`src/sv/cbl_pkg.sv`:
```
// ----------------------------------------------------------------------------
// cbl_pkg
// Shared types and constants of the checksummed block loader: phase and
// command codes, result kinds, register map and queue sizing.
// ----------------------------------------------------------------------------
package cbl_pkg;

    // default sizing of the block
    localparam int BUFFER_BYTES_DEF = 64;
    localparam int ADDRESS_BITS_DEF = 24;

    // fixed field widths
    localparam int BYTE_W  = 8;
    localparam int BASE_W  = 24;
    localparam int KIND_W  = 2;

    // configuration port
    localparam int PADDR_W = 5;
    localparam int PDATA_W = 32;

    // command queue between front and back
    localparam int QUEUE_DEPTH = 2;

    // session phase of the front
    typedef enum logic [1:0] {
        PH_IDLE,
        PH_LENGTH,
        PH_DATA
    } phase_t;

    // work handed from front to back
    typedef enum logic [1:0] {
        OP_ACK,
        OP_NACK,
        OP_END,
        OP_DRAIN
    } cmd_op_t;

    // result kinds on the output channel
    typedef enum logic [1:0] {
        KIND_ACK   = 2'd0,
        KIND_NACK  = 2'd1,
        KIND_WRITE = 2'd2,
        KIND_END   = 2'd3
    } kind_t;

    // back sequencer states
    typedef enum logic [1:0] {
        BK_IDLE,
        BK_READ,
        BK_WRITE,
        BK_REPLY
    } back_state_t;

    // register indexes of the configuration port
    typedef enum logic [2:0] {
        REG_START = 3'd0,
        REG_END   = 3'd1,
        REG_ACK   = 3'd2,
        REG_NACK  = 3'd3,
        REG_BASE  = 3'd4
    } reg_index_t;

    // status seen by the front
    typedef struct packed {
        logic full;
        logic drain_pending;
    } queue_status_t;

endpackage

```
`src/sv/checksummed_block_loader.sv`:
```
// ----------------------------------------------------------------------------
// checksummed_block_loader
// Serial image loader: start/length/data session protocol with an 8-bit block
// checksum, emitting reply items and buffered memory writes.
//
//   channel  signals                                         direction
//   input    in_valid, in_stall, rx_byte                     in
//   output   out_valid, out_stall, kind, reply_byte,         out
//            write_address, write_data, last
//   config   psel, penable, pwrite, paddr, pwdata, prdata,   in/out
//            pready
//
// The front takes one byte per cycle while the command queue has room; a
// data byte waits while an earlier block is still being drained. The back
// emits each reply through its output register and each memory write by
// a buffer read, then the output register. Reset is asynchronous; the block
// buffer is not cleared. A stalled output holds its item while the front
// keeps taking bytes as far as its own stall conditions allow.
// ----------------------------------------------------------------------------
module checksummed_block_loader #(
    parameter int BUFFER_BYTES = cbl_pkg::BUFFER_BYTES_DEF,
    parameter int ADDRESS_BITS = cbl_pkg::ADDRESS_BITS_DEF
) (
    input  logic                           clk,
    input  logic                           rst_n,
    // input channel
    input  logic                           in_valid,
    output logic                           in_stall,
    input  logic [cbl_pkg::BYTE_W-1:0]     rx_byte,
    // output channel
    output logic                           out_valid,
    input  logic                           out_stall,
    output logic [cbl_pkg::KIND_W-1:0]     kind,
    output logic [cbl_pkg::BYTE_W-1:0]     reply_byte,
    output logic [cbl_pkg::BASE_W-1:0]     write_address,
    output logic [cbl_pkg::BYTE_W-1:0]     write_data,
    output logic                           last,
    // configuration port
    input  logic                           psel,
    input  logic                           penable,
    input  logic                           pwrite,
    input  logic [cbl_pkg::PADDR_W-1:0]    paddr,
    input  logic [cbl_pkg::PDATA_W-1:0]    pwdata,
    output logic [cbl_pkg::PDATA_W-1:0]    prdata,
    output logic                           pready
);

    localparam int IDX_W  = $clog2(BUFFER_BYTES);
    localparam int CNT_W  = $clog2(BUFFER_BYTES + 1);
    localparam int OP_W   = $bits(cbl_pkg::cmd_op_t);
    localparam int CMD_W  = OP_W + CNT_W + ADDRESS_BITS;

    logic [cbl_pkg::BYTE_W-1:0]    start_code_reg;
    logic [cbl_pkg::BYTE_W-1:0]    end_code_reg;
    logic [cbl_pkg::BYTE_W-1:0]    ack_code_reg;
    logic [cbl_pkg::BYTE_W-1:0]    nack_code_reg;
    logic [cbl_pkg::BASE_W-1:0]    image_base_address_reg;

    cbl_pkg::reg_index_t           reg_idx;
    logic                          cfg_write;

    cbl_pkg::queue_status_t        q_status;
    logic                          cmd_push;
    cbl_pkg::cmd_op_t              cmd_op_in;
    logic [CNT_W-1:0]              cmd_cnt_in;
    logic [ADDRESS_BITS-1:0]       cmd_addr_in;
    logic [CMD_W-1:0]              q_push_data;
    logic [CMD_W-1:0]              q_pop_data;
    logic                          q_pop;
    logic                          q_empty;
    logic                          q_full;
    logic                          back_busy;

    logic                          buf_wr_en;
    logic [IDX_W-1:0]              buf_wr_idx;
    logic [cbl_pkg::BYTE_W-1:0]    buf_wr_data;

    // register access
    assign pready    = 1'b1;
    assign reg_idx   = cbl_pkg::reg_index_t'(paddr[cbl_pkg::PADDR_W-1:2]);
    assign cfg_write = psel && penable && pwrite;

    always_ff @(posedge clk or negedge rst_n)
    begin
        if (!rst_n)
        begin
            start_code_reg         <= '0;
            end_code_reg           <= '0;
            ack_code_reg           <= '0;
            nack_code_reg          <= '0;
            image_base_address_reg <= '0;
        end
        else if (cfg_write)
        begin
            unique case (reg_idx)
                cbl_pkg::REG_START: start_code_reg <= pwdata[cbl_pkg::BYTE_W-1:0];
                cbl_pkg::REG_END:   end_code_reg   <= pwdata[cbl_pkg::BYTE_W-1:0];
                cbl_pkg::REG_ACK:   ack_code_reg   <= pwdata[cbl_pkg::BYTE_W-1:0];
                cbl_pkg::REG_NACK:  nack_code_reg  <= pwdata[cbl_pkg::BYTE_W-1:0];
                cbl_pkg::REG_BASE:
                    image_base_address_reg <= pwdata[cbl_pkg::BASE_W-1:0];
                default:
                    start_code_reg <= start_code_reg;
            endcase
        end
    end

    // register read back
    always_comb
    begin
        unique case (reg_idx)
            cbl_pkg::REG_START: prdata = cbl_pkg::PDATA_W'(start_code_reg);
            cbl_pkg::REG_END:   prdata = cbl_pkg::PDATA_W'(end_code_reg);
            cbl_pkg::REG_ACK:   prdata = cbl_pkg::PDATA_W'(ack_code_reg);
            cbl_pkg::REG_NACK:  prdata = cbl_pkg::PDATA_W'(nack_code_reg);
            cbl_pkg::REG_BASE:  prdata = cbl_pkg::PDATA_W'(image_base_address_reg);
            default:            prdata = '0;
        endcase
    end

    // queue status toward the front
    assign q_status.full          = q_full;
    assign q_status.drain_pending = !q_empty || back_busy;

    cbl_front #(
        .BUFFER_BYTES (BUFFER_BYTES),
        .ADDRESS_BITS (ADDRESS_BITS),
        .IDX_W        (IDX_W),
        .CNT_W        (CNT_W)
    ) u_front (
        .clk                (clk),
        .rst_n              (rst_n),
        .in_valid           (in_valid),
        .in_stall           (in_stall),
        .rx_byte            (rx_byte),
        .start_code         (start_code_reg),
        .end_code           (end_code_reg),
        .image_base_address (image_base_address_reg),
        .q_status           (q_status),
        .cmd_push           (cmd_push),
        .cmd_op             (cmd_op_in),
        .cmd_cnt            (cmd_cnt_in),
        .cmd_addr           (cmd_addr_in),
        .buf_wr_en          (buf_wr_en),
        .buf_wr_idx         (buf_wr_idx),
        .buf_wr_data        (buf_wr_data)
    );

    assign q_push_data = {cmd_op_in, cmd_cnt_in, cmd_addr_in};

    cbl_queue #(
        .DATA_W (CMD_W)
    ) u_queue (
        .clk       (clk),
        .rst_n     (rst_n),
        .push      (cmd_push),
        .push_data (q_push_data),
        .pop       (q_pop),
        .pop_data  (q_pop_data),
        .empty     (q_empty),
        .full      (q_full)
    );

    cbl_back #(
        .BUFFER_BYTES (BUFFER_BYTES),
        .ADDRESS_BITS (ADDRESS_BITS),
        .IDX_W        (IDX_W),
        .CNT_W        (CNT_W)
    ) u_back (
        .clk           (clk),
        .rst_n         (rst_n),
        .buf_wr_en     (buf_wr_en),
        .buf_wr_idx    (buf_wr_idx),
        .buf_wr_data   (buf_wr_data),
        .q_empty       (q_empty),
        .q_pop         (q_pop),
        .cmd_op        (cbl_pkg::cmd_op_t'(q_pop_data[CMD_W-1 -: OP_W])),
        .cmd_cnt       (q_pop_data[ADDRESS_BITS +: CNT_W]),
        .cmd_addr      (q_pop_data[ADDRESS_BITS-1:0]),
        .busy          (back_busy),
        .ack_code      (ack_code_reg),
        .nack_code     (nack_code_reg),
        .out_valid     (out_valid),
        .out_stall     (out_stall),
        .kind          (kind),
        .reply_byte    (reply_byte),
        .write_address (write_address),
        .write_data    (write_data),
        .last          (last)
    );

endmodule

```
`src/sv/cbl_front.sv`:
```
// ----------------------------------------------------------------------------
// cbl_front
// Session protocol: classifies received bytes, keeps length, count, sum and
// write address, fills the block buffer and issues commands to the back.
// ----------------------------------------------------------------------------
module cbl_front #(
    parameter int BUFFER_BYTES = cbl_pkg::BUFFER_BYTES_DEF,
    parameter int ADDRESS_BITS = cbl_pkg::ADDRESS_BITS_DEF,
    parameter int IDX_W        = $clog2(BUFFER_BYTES),
    parameter int CNT_W        = $clog2(BUFFER_BYTES + 1)
) (
    input  logic                          clk,
    input  logic                          rst_n,
    // input channel
    input  logic                          in_valid,
    output logic                          in_stall,
    input  logic [cbl_pkg::BYTE_W-1:0]    rx_byte,
    // configuration
    input  logic [cbl_pkg::BYTE_W-1:0]    start_code,
    input  logic [cbl_pkg::BYTE_W-1:0]    end_code,
    input  logic [cbl_pkg::BASE_W-1:0]    image_base_address,
    // queue side
    input  cbl_pkg::queue_status_t        q_status,
    output logic                          cmd_push,
    output cbl_pkg::cmd_op_t              cmd_op,
    output logic [CNT_W-1:0]              cmd_cnt,
    output logic [ADDRESS_BITS-1:0]       cmd_addr,
    // buffer write port
    output logic                          buf_wr_en,
    output logic [IDX_W-1:0]              buf_wr_idx,
    output logic [cbl_pkg::BYTE_W-1:0]    buf_wr_data
);

    cbl_pkg::phase_t               phase_reg, phase_next;
    logic [cbl_pkg::BYTE_W-1:0]    expected_length_reg, expected_length_next;
    logic [CNT_W-1:0]              received_count_reg, received_count_next;
    logic [cbl_pkg::BYTE_W-1:0]    running_sum_reg, running_sum_next;
    logic [ADDRESS_BITS-1:0]       next_address_reg, next_address_next;

    logic                          take;
    logic                          is_end;
    logic                          is_start;
    logic [cbl_pkg::BYTE_W-1:0]    len;
    logic                          too_long;
    logic [CNT_W-1:0]              count_inc;
    logic [cbl_pkg::BYTE_W-1:0]    sum_new;
    logic                          blk_done;
    logic                          sum_ok;
    logic [ADDRESS_BITS-1:0]       base_a;

    // all bytes wait while the command queue is full; data bytes also wait while the buffer is still being drained
    assign in_stall = q_status.full ||
                      ((phase_reg == cbl_pkg::PH_DATA) && q_status.drain_pending);
    assign take     = in_valid && !in_stall;

    // byte classification
    assign is_end    = (rx_byte == end_code);
    assign is_start  = (rx_byte == start_code);
    assign len       = (rx_byte == '0) ? cbl_pkg::BYTE_W'(1) : rx_byte;
    assign too_long  = {1'b0, len} > 9'(BUFFER_BYTES);
    assign count_inc = received_count_reg + CNT_W'(1);
    assign sum_new   = running_sum_reg + rx_byte;
    assign blk_done  = 9'(count_inc) >= {1'b0, expected_length_reg};
    assign sum_ok    = (~sum_new) == '0;
    assign base_a    = ADDRESS_BITS'(image_base_address);

    // next phase
    always_comb
    begin
        phase_next = phase_reg;
        if (take)
        begin
            unique case (phase_reg)
                cbl_pkg::PH_LENGTH:
                begin
                    if (is_end || too_long)
                        phase_next = cbl_pkg::PH_IDLE;
                    else
                        phase_next = cbl_pkg::PH_DATA;
                end
                cbl_pkg::PH_DATA:
                begin
                    if (blk_done)
                        phase_next = sum_ok ? cbl_pkg::PH_LENGTH : cbl_pkg::PH_IDLE;
                end
                default:
                begin
                    if (is_start)
                        phase_next = cbl_pkg::PH_LENGTH;
                end
            endcase
        end
    end

    // commands, buffer writes and session counters
    always_comb
    begin
        cmd_push             = 1'b0;
        cmd_op               = cbl_pkg::OP_ACK;
        cmd_cnt              = received_count_reg;
        cmd_addr             = next_address_reg;
        buf_wr_en            = 1'b0;
        buf_wr_idx           = received_count_reg[IDX_W-1:0];
        buf_wr_data          = rx_byte;
        expected_length_next = expected_length_reg;
        received_count_next  = received_count_reg;
        running_sum_next     = running_sum_reg;
        next_address_next    = next_address_reg;
        if (take)
        begin
            unique case (phase_reg)
                cbl_pkg::PH_LENGTH:
                begin
                    if (is_end)
                    begin
                        cmd_push = 1'b1;
                        cmd_op   = cbl_pkg::OP_END;
                    end
                    else if (too_long)
                    begin
                        cmd_push          = 1'b1;
                        cmd_op            = cbl_pkg::OP_NACK;
                        next_address_next = base_a;
                    end
                    else
                    begin
                        expected_length_next = len;
                        received_count_next  = '0;
                        running_sum_next     = '0;
                    end
                end
                cbl_pkg::PH_DATA:
                begin
                    buf_wr_en           = 1'b1;
                    received_count_next = count_inc;
                    running_sum_next    = sum_new;
                    if (blk_done)
                    begin
                        cmd_push            = 1'b1;
                        received_count_next = '0;
                        running_sum_next    = '0;
                        if (sum_ok)
                        begin
                            // all bytes but the checksum go to memory
                            cmd_op            = cbl_pkg::OP_DRAIN;
                            next_address_next = next_address_reg +
                                                ADDRESS_BITS'(received_count_reg);
                        end
                        else
                        begin
                            cmd_op            = cbl_pkg::OP_NACK;
                            next_address_next = base_a;
                        end
                    end
                end
                default:
                begin
                    if (is_start)
                    begin
                        cmd_push          = 1'b1;
                        cmd_op            = cbl_pkg::OP_ACK;
                        next_address_next = base_a;
                    end
                end
            endcase
        end
    end

    // state registers
    always_ff @(posedge clk or negedge rst_n)
    begin
        if (!rst_n)
        begin
            phase_reg           <= cbl_pkg::PH_IDLE;
            expected_length_reg <= '0;
            received_count_reg  <= '0;
            running_sum_reg     <= '0;
            next_address_reg    <= '0;
        end
        else
        begin
            phase_reg           <= phase_next;
            expected_length_reg <= expected_length_next;
            received_count_reg  <= received_count_next;
            running_sum_reg     <= running_sum_next;
            next_address_reg    <= next_address_next;
        end
    end

endmodule

```
`src/sv/cbl_queue.sv`:
```
// ----------------------------------------------------------------------------
// cbl_queue
// Short command queue that decouples the protocol front from the result
// back end.
// ----------------------------------------------------------------------------
module cbl_queue #(
    parameter int DATA_W = 8
) (
    input  logic              clk,
    input  logic              rst_n,
    input  logic              push,
    input  logic [DATA_W-1:0] push_data,
    input  logic              pop,
    output logic [DATA_W-1:0] pop_data,
    output logic              empty,
    output logic              full
);

    localparam int PTR_W = (cbl_pkg::QUEUE_DEPTH > 1) ? $clog2(cbl_pkg::QUEUE_DEPTH) : 1;
    localparam int CNT_W = $clog2(cbl_pkg::QUEUE_DEPTH + 1);

    logic [DATA_W-1:0] entry_reg [cbl_pkg::QUEUE_DEPTH];
    logic [PTR_W-1:0]  wr_ptr_reg, wr_ptr_next;
    logic [PTR_W-1:0]  rd_ptr_reg, rd_ptr_next;
    logic [CNT_W-1:0]  count_reg, count_next;
    logic              do_push;
    logic              do_pop;

    assign empty    = (count_reg == '0);
    assign full     = (count_reg == CNT_W'(cbl_pkg::QUEUE_DEPTH));
    assign do_push  = push && !full;
    assign do_pop   = pop && !empty;
    assign pop_data = entry_reg[rd_ptr_reg];

    // pointer and fill level
    always_comb
    begin
        wr_ptr_next = wr_ptr_reg;
        rd_ptr_next = rd_ptr_reg;
        count_next  = count_reg;
        if (do_push)
            wr_ptr_next = (wr_ptr_reg == PTR_W'(cbl_pkg::QUEUE_DEPTH - 1)) ?
                          '0 : wr_ptr_reg + PTR_W'(1);
        if (do_pop)
            rd_ptr_next = (rd_ptr_reg == PTR_W'(cbl_pkg::QUEUE_DEPTH - 1)) ?
                          '0 : rd_ptr_reg + PTR_W'(1);
        if (do_push && !do_pop)
            count_next = count_reg + CNT_W'(1);
        else if (do_pop && !do_push)
            count_next = count_reg - CNT_W'(1);
    end

    always_ff @(posedge clk or negedge rst_n)
    begin
        if (!rst_n)
        begin
            wr_ptr_reg <= '0;
            rd_ptr_reg <= '0;
            count_reg  <= '0;
        end
        else
        begin
            wr_ptr_reg <= wr_ptr_next;
            rd_ptr_reg <= rd_ptr_next;
            count_reg  <= count_next;
        end
    end

    // entry storage
    always_ff @(posedge clk)
    begin
        if (do_push)
            entry_reg[wr_ptr_reg] <= push_data;
    end

endmodule

```
`src/sv/cbl_back.sv`:
```
// ----------------------------------------------------------------------------
// cbl_back
// Carries out queued commands: owns the block buffer, drains a passing block
// as memory writes and emits reply and end items through an output register.
// ----------------------------------------------------------------------------
module cbl_back #(
    parameter int BUFFER_BYTES = cbl_pkg::BUFFER_BYTES_DEF,
    parameter int ADDRESS_BITS = cbl_pkg::ADDRESS_BITS_DEF,
    parameter int IDX_W        = $clog2(BUFFER_BYTES),
    parameter int CNT_W        = $clog2(BUFFER_BYTES + 1)
) (
    input  logic                          clk,
    input  logic                          rst_n,
    // buffer write port from the front
    input  logic                          buf_wr_en,
    input  logic [IDX_W-1:0]              buf_wr_idx,
    input  logic [cbl_pkg::BYTE_W-1:0]    buf_wr_data,
    // queue side
    input  logic                          q_empty,
    output logic                          q_pop,
    input  cbl_pkg::cmd_op_t              cmd_op,
    input  logic [CNT_W-1:0]              cmd_cnt,
    input  logic [ADDRESS_BITS-1:0]       cmd_addr,
    output logic                          busy,
    // configuration
    input  logic [cbl_pkg::BYTE_W-1:0]    ack_code,
    input  logic [cbl_pkg::BYTE_W-1:0]    nack_code,
    // output channel
    output logic                          out_valid,
    input  logic                          out_stall,
    output logic [cbl_pkg::KIND_W-1:0]    kind,
    output logic [cbl_pkg::BYTE_W-1:0]    reply_byte,
    output logic [cbl_pkg::BASE_W-1:0]    write_address,
    output logic [cbl_pkg::BYTE_W-1:0]    write_data,
    output logic                          last
);

    logic [cbl_pkg::BYTE_W-1:0]    mem [BUFFER_BYTES];
    logic [cbl_pkg::BYTE_W-1:0]    rd_data_reg;

    cbl_pkg::back_state_t          state_reg, state_next;
    cbl_pkg::cmd_op_t              op_reg;
    logic [CNT_W-1:0]              cnt_reg;
    logic [CNT_W-1:0]              idx_reg;
    logic [ADDRESS_BITS-1:0]       addr_reg;
    logic [CNT_W-1:0]              idx_inc;

    logic                          out_valid_reg;
    cbl_pkg::kind_t                kind_reg, kind_next;
    logic [cbl_pkg::BYTE_W-1:0]    reply_byte_reg, reply_byte_next;
    logic [cbl_pkg::BASE_W-1:0]    write_address_reg, write_address_next;
    logic [cbl_pkg::BYTE_W-1:0]    write_data_reg, write_data_next;
    logic                          last_reg, last_next;

    logic                          slot_free;
    logic                          rd_en;
    logic                          load_out;

    assign slot_free = !out_valid_reg || !out_stall;
    assign idx_inc   = idx_reg + CNT_W'(1);
    assign busy      = (state_reg != cbl_pkg::BK_IDLE);

    // next state
    always_comb
    begin
        state_next = state_reg;
        unique case (state_reg)
            cbl_pkg::BK_IDLE:
            begin
                if (!q_empty)
                begin
                    if ((cmd_op == cbl_pkg::OP_DRAIN) && (cmd_cnt != '0))
                        state_next = cbl_pkg::BK_READ;
                    else
                        state_next = cbl_pkg::BK_REPLY;
                end
            end
            cbl_pkg::BK_READ:
                state_next = cbl_pkg::BK_WRITE;
            cbl_pkg::BK_WRITE:
            begin
                if (slot_free)
                    state_next = (idx_inc == cnt_reg) ? cbl_pkg::BK_REPLY : cbl_pkg::BK_READ;
            end
            cbl_pkg::BK_REPLY:
            begin
                if (slot_free)
                    state_next = cbl_pkg::BK_IDLE;
            end
            default:
                state_next = cbl_pkg::BK_IDLE;
        endcase
    end

    // outputs of the sequencer
    always_comb
    begin
        q_pop              = 1'b0;
        rd_en              = 1'b0;
        load_out           = 1'b0;
        kind_next          = cbl_pkg::KIND_ACK;
        reply_byte_next    = '0;
        write_address_next = '0;
        write_data_next    = '0;
        last_next          = 1'b0;
        unique case (state_reg)
            cbl_pkg::BK_IDLE:
                q_pop = !q_empty;
            cbl_pkg::BK_READ:
                rd_en = 1'b1;
            cbl_pkg::BK_WRITE:
            begin
                load_out           = slot_free;
                kind_next          = cbl_pkg::KIND_WRITE;
                write_address_next = cbl_pkg::BASE_W'(addr_reg);
                write_data_next    = rd_data_reg;
            end
            cbl_pkg::BK_REPLY:
            begin
                load_out  = slot_free;
                last_next = 1'b1;
                case (op_reg)
                    cbl_pkg::OP_NACK:
                    begin
                        kind_next       = cbl_pkg::KIND_NACK;
                        reply_byte_next = nack_code;
                    end
                    cbl_pkg::OP_END:
                        kind_next = cbl_pkg::KIND_END;
                    default:
                    begin
                        kind_next       = cbl_pkg::KIND_ACK;
                        reply_byte_next = ack_code;
                    end
                endcase
            end
            default:
                q_pop = 1'b0;
        endcase
    end

    // sequencer state and output valid register
    always_ff @(posedge clk or negedge rst_n)
    begin
        if (!rst_n)
        begin
            state_reg     <= cbl_pkg::BK_IDLE;
            out_valid_reg <= 1'b0;
        end
        else
        begin
            state_reg <= state_next;
            if (load_out)
                out_valid_reg <= 1'b1;
            else if (!out_stall)
                out_valid_reg <= 1'b0;
        end
    end

    // command and output payload
    always_ff @(posedge clk)
    begin
        if (q_pop)
        begin
            op_reg   <= cmd_op;
            cnt_reg  <= cmd_cnt;
            addr_reg <= cmd_addr;
            idx_reg  <= '0;
        end
        else if (load_out && (state_reg == cbl_pkg::BK_WRITE))
        begin
            idx_reg  <= idx_inc;
            addr_reg <= addr_reg + ADDRESS_BITS'(1);
        end
        if (load_out)
        begin
            kind_reg          <= kind_next;
            reply_byte_reg    <= reply_byte_next;
            write_address_reg <= write_address_next;
            write_data_reg    <= write_data_next;
            last_reg          <= last_next;
        end
    end

    // block buffer
    always_ff @(posedge clk)
    begin
        if (buf_wr_en)
            mem[buf_wr_idx] <= buf_wr_data;
        if (rd_en)
            rd_data_reg <= mem[idx_reg[IDX_W-1:0]];
    end

    assign out_valid     = out_valid_reg;
    assign kind          = kind_reg;
    assign reply_byte    = reply_byte_reg;
    assign write_address = write_address_reg;
    assign write_data    = write_data_reg;
    assign last          = last_reg;

endmodule

```
`config.mk`:
```
export PLATFORM = sky130hd
export DESIGN_NAME = checksummed_block_loader
export DESIGN_NICKNAME = d
export VERILOG_FILES = /design/src/sv/cbl_pkg.sv /design/src/sv/checksummed_block_loader.sv /design/src/sv/cbl_front.sv /design/src/sv/cbl_queue.sv /design/src/sv/cbl_back.sv
export SDC_FILE = /design/constraint.sdc
export NUM_CORES = 1
export LEC_CHECK = 0
export CAP_MARGIN = 30
export CORE_ASPECT_RATIO = 1.2
export CORE_MARGIN = 5
export CORE_UTILIZATION = 30
export DETAILED_ROUTE_END_ITERATION = 7
export DONT_BUFFER_PORTS = 1
export GPL_TIMING_DRIVEN = 0
export MAX_ROUTING_LAYER = met4
export PLACE_DENSITY = 0.49
export SLEW_MARGIN = 10
export SYNTH_ARGS = -nofsm -noshare
export SYNTH_HDL_FRONTEND = slang
export SYNTH_SLANG_ARGS = --single-unit
```
`constraint.sdc`:
```
create_clock -name clk -period 4.8 [get_ports clk]
set_input_delay 0.24 -clock clk [delete_from_list [all_inputs] [get_ports clk]]
set_output_delay 0.24 -clock clk [all_outputs]
set_load 0.01 [all_outputs]
```
==> Word level (Yosys, flattened, before mapping) <==
Memory sizes are Yosys's and may differ from the RTL's. A register that Yosys moved wholly into a read port is not among the register bits.
Cells that the tools add are included.
{ "word_totals": {"regBits": 195, "latch_bits": 0, "ramBits": 578, "romBits": 0, "out_inout_bits": 78, "memories": 2} }
{ "mem_list": {"columns": ["memory", "depth", "word_bits", "rd", "rd_ports_with_merged_regs", "write_ports", "line", "rtl"], "rows": [
  ["u_back.mem", 64, 8, 1, 1, 1, "cbl_back.sv:38", "logic [cbl_pkg::BYTE_W-1:0] mem [BUFFER_BYTES];"],
  ["u_queue.entry_reg", 2, 33, 1, 0, 1, "cbl_queue.sv:22", "logic [DATA_W-1:0] entry_reg [cbl_pkg::QUEUE_DEPTH];"]
]} }
{ "classes": {"add_sub_neg": 9, "n_mul": 0, "div_mod_pow": 0, "n_lt_le_gt_ge": 2, "n_eq_ne": 24, "shifts": 0, "n_mux": 60, "bitwise_logic": 3, "n_reduce_logical": 43} }
{ "ops": {"columns": ["cell", "count"], "rows": [
  ["24-bit two-way mux", 7],
  ["24-bit one-hot mux with 5 select lines", 1],
  ["24-bit one-hot mux with 2 select lines", 1],
  ["8-bit two-way mux", 4],
  ["8-bit one-hot mux with 2 select lines", 2],
  ["2-bit two-way mux", 14],
  ["24-bit by 1-bit adder with 24-bit output, second input constant", 1],
  ["24-bit by 7-bit adder with 24-bit output", 1],
  ["1-bit two-way mux", 21],
  ["7-bit two-way mux", 3],
  ["8-bit equality test", 2],
  ["8-bit zero test", 2],
  ["2-bit one-hot mux with 2 select lines", 4],
  ["7-bit by 1-bit adder with 7-bit output, second input constant", 2],
  ["7-bit one-hot mux with 2 select lines", 1],
  ["2-bit equality test, second input constant", 6],
  ["1-bit logical AND", 10],
  ["2-bit by 1-bit inequality test with 1-bit output, second input constant", 5],
  ["2-bit AND reduction", 5],
  ["8-bit adder", 1],
  ["7-bit by 8-bit >= comparator with 1-bit output", 1],
  ["8-bit by 7-bit greater-than comparator with 1-bit output, second input constant", 1],
  ["8-bit inverter", 1],
  ["2-bit one-hot mux with 4 select lines", 1],
  ["other kinds (22)", 44]
]} }

==> Longest topological paths before layout <==
Gate-level depths: netlist (run 1).
{ "logic_depth": {"word_depth": 13, "ltp_mapped": 15} }

==> Hierarchy <==
A second synthesis (run 1) with hierarchy kept.
{ "hier_totals": {"hier_cells": 2054, "hier_area_um2": 33489.6} }
{ "by_module_without_submodules": {"columns": ["mod", "instances", "cells_each", "area_per_inst_um2"], "rows": [
  ["cbl_back", 1, 1291, 24253.3],
  ["cbl_front", 1, 447, 3818.7],
  ["cbl_queue", 1, 122, 2730.1],
  ["checksummed_block_loader", 1, 194, 2687.6]
]} }

==> Least setup slack after synthesis (run 1) <==
OpenSTA, ideal clock, no wires.
{ "synth_timing": {"path_type": "flip-flop to flip-flop", "startpoint": "register u_front.received_count_reg[1], in the netlist u_front.cmd_cnt[1]", "endpoint": "memory u_queue.entry_reg[0][0] in the netlist's numbering, enable pin", "setup_ns": 0.423, "arrival_time_ns": 3.598, "required_ns": 4.377, "path_slack_ns": 0.779, "stages_incl_launch_ff": 12, "path_buffers": 0, "synth_period_minus_slack_ns": 4.021, "path_cell_list": "dfrtp_1 -> ha_1 -> nand3_1 -> nor2_1 -> xor2_1 -> ha_1 -> and4b_1 -> nand2_1 -> o21ai_1 -> and2_1 -> o31ai_1 -> nor2_1"} }
{ "synth_between": {"elab_chain_cells": 8} }
{ "synth_lines": {"columns": ["item", "line", "rtl"], "rows": [
  ["start, declared", "cbl_front.sv:36", "logic [CNT_W-1:0] received_count_reg, received_count_next;"],
  ["start signal, assigned", "cbl_front.sv:184", "received_count_reg <= received_count_next;"],
  ["7-bit by 1-bit adder with 7-bit output", "cbl_front.sv:61", "assign count_inc = received_count_reg + CNT_W'(1);"],
  ["7-bit by 8-bit >= comparator with 1-bit output", "cbl_front.sv:63", "assign blk_done = 9'(count_inc) >= {1'b0, expected_length_reg};"],
  ["1-bit two-way mux", "cbl_front.sv:137", "if (blk_done)"],
  ["1-bit one-hot mux with 2 select lines", "cbl_front.sv:111", "unique case (phase_reg)"],
  ["1-bit two-way mux", "cbl_front.sv:109", "if (take)"],
  ["1-bit logical AND", "cbl_queue.sv:31", "assign do_push = push && !full;"],
  ["1-bit two-way mux", "cbl_queue.sv:72", "if (do_push)"],
  ["1-bit two-way mux (not written as such)", "cbl_queue.sv:73", "entry_reg[wr_ptr_reg] <= push_data;"],
  ["end, declared", "cbl_queue.sv:22", null]
]} }
Every way passes these cells.

==> Worst setup path in the final report (run 1) <==
{ "layout_timing": {"startpoint": "register u_front.received_count_reg[3], in the netlist u_front.cmd_cnt[3]", "endpoint": "memory u_queue.entry_reg[1][10] in the netlist's numbering, enable pin"} }
{ "layout_between": {"elab_chain_cells": 8} }
{ "layout_lines": {"columns": ["item", "line", "rtl"], "rows": [
  ["7-bit by 1-bit adder with 7-bit output", "cbl_front.sv:61", null],
  ["7-bit by 8-bit >= comparator with 1-bit output", "cbl_front.sv:63", null],
  ["1-bit two-way mux", "cbl_front.sv:137", null],
  ["1-bit one-hot mux with 2 select lines", "cbl_front.sv:111", null],
  ["1-bit two-way mux", "cbl_front.sv:109", null],
  ["1-bit logical AND", "cbl_queue.sv:31", null],
  ["named net u_queue.do_push", "cbl_queue.sv:26", "logic do_push;"],
  ["1-bit two-way mux", "cbl_queue.sv:72", null],
  ["1-bit two-way mux (not written as such)", "cbl_queue.sv:73", null]
]} }
The timed path passes the listed nets, and every way through them passes these cells.

==> impl_metrics.csv, run 1 <==
group,metric,value,unit
pwr,ir_drop,0.269,mV
sta,finalMaxSlewViolations,0,
global_route,grt_pass1_vias,18300,
run_status,status,"complete, no violations",
clock_tree,clk_latency,0.64,ns
routing,vias,17400,
sta,relSlewSlack,30.1,%
critical_path,start_kind,"register",
cells_and_area,final_cell_mix,"edfxtp_1 (662), mux4_2 (163), nor2_1 (144), dfrtp_1 (112), clkbuf_16 (83)",
floorplanning,die_w,311,um
logic_synthesis,yosysUniqueCellTypes,69,
logic_synthesis,synth_edf_count,662,
cells_and_area,final_cell_area,37900,sq um
place,preCtsSetupSlack,0.571,ns
sta,fin_crit,4.23,ns
routing,routed_via_density,4.94,
logic_synthesis,synth_area,32700,sq um
cells_and_area,drive_gt1_share,20.1,%
sta,layout_setup_ws,0.565,ns
logic_synthesis,synth_top_family_by_area,"multiplexers",
logic_synthesis,avgSynthCellArea,17.1,sq um
critical_path,crit_path_max_fanout,33,
cells_and_area,final_common_cell,"edfxtp_1",
pwr,p_leak,0.0126,uW
pwr,powerDensity,532,nW/um^2
global_route,antenna_found_initial,4,
logic_synthesis,synth_top_area_share,60.8,%
sta,finalHoldViolations,0,
place,place_hpwl,56700,um
clock_tree,clk_pin_slew_worst_paths,0.06,ns
critical_path,path_class,"register to register",
logic_synthesis,synth.largest_area_cell,"edfxtp_1",
run,maxCapViolations,0,
clock_tree,cts_tree,"yes",
routing,drcViolationCount,0,
floorplanning,start_util,30.3,%
global_route,grt_max_degree,113,
clock_tree,clock_sinks,781,
floorplanning,coreArea,108000,sq um
logic_synthesis,synth_adder_area_share,1.23,%
cells_and_area,finish.utilization,35.1,%
routing,wl_per_cell,24.5,um
clock_tree,ctsResizeCount,0,
sta,fmax,236,MHz
cells_and_area,largest_reg_flops,512,
sta,rsz0062_at_grt,"false",
critical_path,cp_data_required_time,5.07,ns
clock_tree,htreeDepth,3,
sta,finalSetupViolCount,0,
cells_and_area,fin_nets,2135,
logic_synthesis,synthTopCellsByArea,"edfxtp_1 (61%), mux4_2 (11%), dfrtp_1 (8.6%)",
logic_synthesis,synthArstFlopShare,14.3,%
routing,drt_iter0_markers,1308,
routing,wl,86400,um
critical_path,crit_arrival,4.51,ns
global_route,grt_overflow,0,
floorplanning,die_y,372,um
logic_synthesis,synth-simple-area-share,6.02,%
logic_synthesis,synthXorXnorAreaFrac,1.74,%
global_route,grt_pass1_wl,127000,um
logic_synthesis,synth_cells,1906,
place,port_buffers,0,
logic_synthesis,ys_warn_count,0,
floorplanning,dieArea,116000,sq um
place,placed_area,34600,sq um
place,place_congestion,0.788,
logic_synthesis,ys.flop_type,"edfxtp_1",
floorplanning,row_count,132,
sta,min_period_over_period,88.2,%
routing,drtAntennaViolNets,0,
logic_synthesis,synth.mux.area_fraction,15.4,%
logic_synthesis,synth-seq-cells,781,
logic_synthesis,ys_seq_area_share,69.8,%
cells_and_area,area_growth,15.9,%
logic_synthesis,synth_compound_area_share,3.92,%
sta,worst_slew_pin_slew,1.05,ns
clock_tree,cts_buffers,82,
critical_path,worst_setup_path_end_kind,"register",
sta,clock_skew,0.0265,ns
clock_tree,clockBufferDepth,3,
min_path,min_path_type,"primary input to register",
global_route,gr-usage-all-layers,15.1,%
clock_tree,cts-root-buf,"clkbuf_16",
routing,drt-pass1-iter-count,5,
floorplanning,ioPinCount,130,
## area by class of cell
cell class / count / area, sq um
Antenna cell: 4 / 10.0
Buffer: 106 / 505
Clock buffer: 98 / 2140
Clock inverter: 48 / 480
Fill cell: 10300 / 70100
Inverter: 29 / 109
Multi-Input combinational cell: 997 / 9290
Sequential cell: 781 / 22800
Tap cell: 1407 / 1760
Timing Repair Buffer: 55 / 751
## path summary, 6_finish.rpt
check / startpoint / to / slack, ns / cells after the start
setup / recovery: u_front.cmd_cnt[3] / u_queue.entry_reg[1][10] / 0.57 / 12
hold / removal: rx_byte[1] / u_back.mem[32][1] / 0.009 / 1
setup reg to reg: u_front.cmd_cnt[3] / u_queue.entry_reg[1][10] / 0.57 / 12
hold reg to reg: u_front.expected_length_reg[0] / u_front.expected_length_reg[0] / 0.49 / 2
max in group asynchronous: rst_n / image_base_address_reg[11] / 4.04 / 2
min in group asynchronous: rst_n / u_front.cmd_addr[3] / 0.27 / 2
## stage by stage
| step | total power (uW) | setup TNS (ns) | cells | hold WS (ns) |
|---|---|---|---|---|
| after floorplan | 12200 | 0 | 1913 | -0.0556 |
| after global placement | 13800 | -14.09 | 3320 | -0.0484 |
| after detailed placement | 13900 | 0 | 3326 | -0.0482 |
| after CTS | 20400 | 0 | 3518 | 0.00662 |
| after global routing | 21100 | 0 | 3523 | 0.000567 |
| final | 20100 | 0 | 3525 | 0.00885 |
## power breakdown
| part | switching [uW] | internal, uW |
|---|---|---|
| Clock | 2710 | 3590 |
| Sequential | 701 | 8390 |
| Combinational | 2670 | 2100 |
## worst max-delay path, cell delays in order (launching register included)
cell and delay [ns]:
dfrtp_1 0.50, clkbuf_1 0.39, nand3_1 0.26, nor2_1 0.18, xor2_1 0.21, ha_1 0.27, and4b_1 0.22, a2bb2oi_1 0.14
o21ai_1 0.17, and2_1 0.23, o31ai_1 0.59, inv_1 0.18, and2_2 0.49
## metal layers
metal | global-route usage, % | share of wire, %
met2 | 26.5 | 52
met4 | 3.87 | 2.1
met1 | 18.5 | 41
met5 | - | 0
met3 | 2.39 | 4.6
## kinds of logic after synthesis
group                    Yosys count
adder cells (fa/ha/maj)           31
other                              2
XOR/XNOR                          65
buffers and inverters            135
AO/OA/AOI/OAI                    197
flip-flops                       781
AND/OR/NAND/NOR                  406
multiplexers                     289
## cell usage after synthesis, types with 3 or more instances
cell and number:
o21ai_0 36, buf_1 12, o21a_1 5, o21ai_1 4, a21o_1 5, clkbuf_1 57, xnor2_1 37, mux4_2 163
a211oi_1 18, nand4_1 9, nor2b_1 24, nand2_1 80, nand2b_1 5, a2bb2oi_1 17, and3_1 31, buf_4 12
a21oi_1 64, mux2i_1 55, buf_2 20, a22o_1 11, inv_1 28, o31ai_1 4, nand3_1 38, nor4b_1 3
edfxtp_1 662, dfxtp_1 7, o22ai_1 11, xor2_1 28, buf_6 5, mux2_2 71, nor4_1 7, ha_1 29
and2_1 39, dfrtp_1 112, nor2_1 145, nor3_1 8
## what timing repair did
| action | in CTS | in global routing |
|---|---|---|
| setup endpoints to repair | 0 | 0 |
| hold buffers | 46 | 0 |
| endpoints found under the hold margin | 694 | 0 |
| buffers inserted | 0 | 0 |
Note: power is estimated with default switching activity, not from simulation.
==> run 2: changes to the inputs <==
Settings changed: MAX_ROUTING_LAYER met4 to default, SLEW_MARGIN 10 to 20.
==> run 2 against run 1 <==
Effect of this change:
- sequential cell count did not move
- worst hold slack gained 0.088 ns
- clock power rose by 5.4%
- worst setup slack gained 0.099 ns
- sequential share of layout area shrank 0.34 points
- clock-buffer cell count grew 1
- critical path depth rose by 1
- clock skew shrank 0.0012 ns
- routed wire length decreased by 0.17%
- final cell count up 0.28%
- largest cell class unchanged
==> impl_metrics.csv, run 2 (synthesis results as in run 1) <==
group,metric,value,unit
run_status,status,"complete, no violations",
sta,worst_slew_pin_slew,1.05,ns
place,port_buffers,0,
critical_path,crit_arrival,4.50,ns
critical_path,worst_setup_path_end_kind,"register",
sta,clock_skew,0.0253,ns
sta,finalSetupViolCount,0,
place,placed_area,34600,sq um
floorplanning,dieArea,116000,sq um
critical_path,path_class,"register to register",
floorplanning,die_y,372,um
critical_path,critPathTopFamily,"compound AO/OA/AOI/OAI gates",
cells_and_area,final_cell_area,38100,sq um
critical_path,path_buf_inv,3,
cells_and_area,largest_reg_flops,512,
critical_path,r2r_cells,13,
floorplanning,row_count,132,
global_route,antenna_found_initial,6,
clock_tree,clock_sinks,781,
critical_path,r2r_start,"u_front.cmd_cnt[2]",
cells_and_area,drive_gt1_share,20.6,%
place,place_congestion,0.778,
clock_tree,clk_pin_slew_worst_paths,0.06,ns
critical_path,start_kind,"register",
critical_path,crit_path_max_fanout,28,
sta,fmax,242,MHz
routing,wl,86300,um
pwr,p_leak,0.0127,uW
critical_path,cpPeakStageDelay,0.60,ns
clock_tree,htreeDepth,3,
place,place_hpwl,56600,um
critical_path,cp_data_required_time,5.17,ns
critical_path,reg2reg_setup_slack,0.66,ns
clock_tree,cts_tree,"yes",
critical_path,path_depth,13,
critical_path,slowest_stage,"o31ai_1",
sta,finalMaxSlewViolations,0,
sta,min_period_over_period,86.2,%
global_route,grt_pass1_wl,127000,um
routing,vias,17400,
pwr,powerDensity,538,nW/um^2
sta,relSlewSlack,30.1,%
clock_tree,clockBufferDepth,3,
cells_and_area,final_cell_mix,"edfxtp_1 (662), mux4_2 (163), nor2_1 (144), dfrtp_1 (112), clkbuf_16 (84)",
routing,wl_per_cell,24.4,um
sta,fin_crit,4.14,ns
global_route,grt_max_degree,113,
critical_path,cp_cell_sequence,"clkbuf_1 > nand3_1 > nor2_1 > xor2_1 > ha_1 > a211oi_1 > a2bb2oi_1 > o21ai_1 > and2_1 > o31ai_1 > inv_1 > and2_2 > buf_12",
cells_and_area,final_common_cell,"edfxtp_1",
cells_and_area,fin_nets,2139,
sta,setup_tns,0,ns
critical_path,crit_start,"u_front.cmd_cnt[2]",
clock_tree,cts_setup_buffers,0,
global_route,gr-usage-all-layers,14.7,%
global_route,grt_overflow,0,
sta,finalHoldViolations,0,
clock_tree,clk_latency,0.64,ns
clock_tree,cts-root-buf,"clkbuf_16",
routing,routed_via_density,4.92,
min_path,min_path_type,"primary input to register",
routing,drtAntennaViolNets,0,
cells_and_area,fillers,10300,
clock_tree,cts_buffers,83,
routing,drt-pass1-iter-count,5,
global_route,grt_pass1_vias,18300,
pwr,ir_drop,0.335,mV
routing,drcViolationCount,0,
cells_and_area,area_growth,16.5,%
routing,drt_iter0_markers,1189,
sta,timing.hold.ws,0.0965,ns
floorplanning,coreArea,108000,sq um
critical_path,crit_end,"u_queue.entry_reg[1][20]",
floorplanning,start_util,30.3,%
critical_path,rr_endpoint,"u_queue.entry_reg[1][20]",
floorplanning,ioPinCount,130,
sta,rsz0062_at_grt,"false",
floorplanning,die_w,311,um
run,maxCapViolations,0,
==> run 2: cell types whose count changed in the layout (fill, tap and decap cells not counted), moves of 2 or more <==
cell and delta:
clkinv_2 -3, bufinv_16 +4, clkbuf_1 -2, clkbuf_8 +2, inv_6 +3, clkinv_4 +3
buf_2 +2
==> run 2: power breakdown <==
| part | total (uW) | switching [uW] | internal, uW |
|---|---|---|---|
| logic | 4770 | 2680 | 2090 |
| clock network | 6630 | 2740 | 3890 |
| registers | 9100 | 706 | 8390 |
==> run 2: layout make-up <==
cell class / instances / area [sq um] / area share, %
Multi-Input combinational cell: 997 / 9290 / 24.4
Timing Repair Buffer: 58 / 774 / 2.03
Sequential cell: 781 / 22800 / 59.9
Clock inverter: 54 / 624 / 1.64
Clock buffer: 99 / 2190 / 5.75
Inverter: 29 / 109 / 0.286
Tap cell: 1407 / 1760 / 4.62
Buffer: 106 / 505 / 1.33
Antenna cell: 4 / 10.0 / 0.0263
==> run 2: worst min-delay path by stage <==
stage          startpoint                    endpoint  cells after the start
4_1_cts         out_stall            u_back.out_valid                      2
6_report        out_stall            u_back.out_valid                      2
5_1_grt         out_stall            u_back.out_valid                      2
3_3_place_gp        rst_n  image_base_address_reg[14]                      0
2_1_floorplan       rst_n             ack_code_reg[0]                      0
3_5_place_dp        rst_n  image_base_address_reg[12]                      0
==> run 2: timing repair <==
item | 4_1_cts | 5_1_grt
hold endpoints to repair | 694 | 0
hold buffers | 47 | 0
gates resized for setup | 0 | 0
==> run 2: through the flow <==
| stage | instances | total power (uW) | setup WS (ns) | utilization (%) |
|---|---|---|---|---|
| global route | 3534 | 21400 | 0.381 | 35.3 |
| detailed placement | 3327 | 13900 | 0.674 | 32.0 |
| CTS | 3527 | 20700 | 0.616 | 35.2 |
| global placement | 3320 | 13800 | -0.430 | 31.9 |
| finish | 3535 | 20500 | 0.664 | 35.3 |
| floorplan | 1913 | 12200 | 0.779 | - |
==> run 2: layer usage <==
layer	track usage, %	wire, um
met1	18.2	34700
met2	25.4	43500
met3	2.66	4710
met4	6.01	3260
met5	0	41
==> run 2: worst reg2reg max path: cells and delay by family (launching register included) <==
family                   cells  cell delay, ns
AO/OA/AOI/OAI                4            1.23
XOR/XNOR                     1            0.25
adder cells (fa/ha/maj)      1            0.29
buffers and inverters        3            0.73
flip-flops                   1            0.43
AND/OR/NAND/NOR              4            0.92
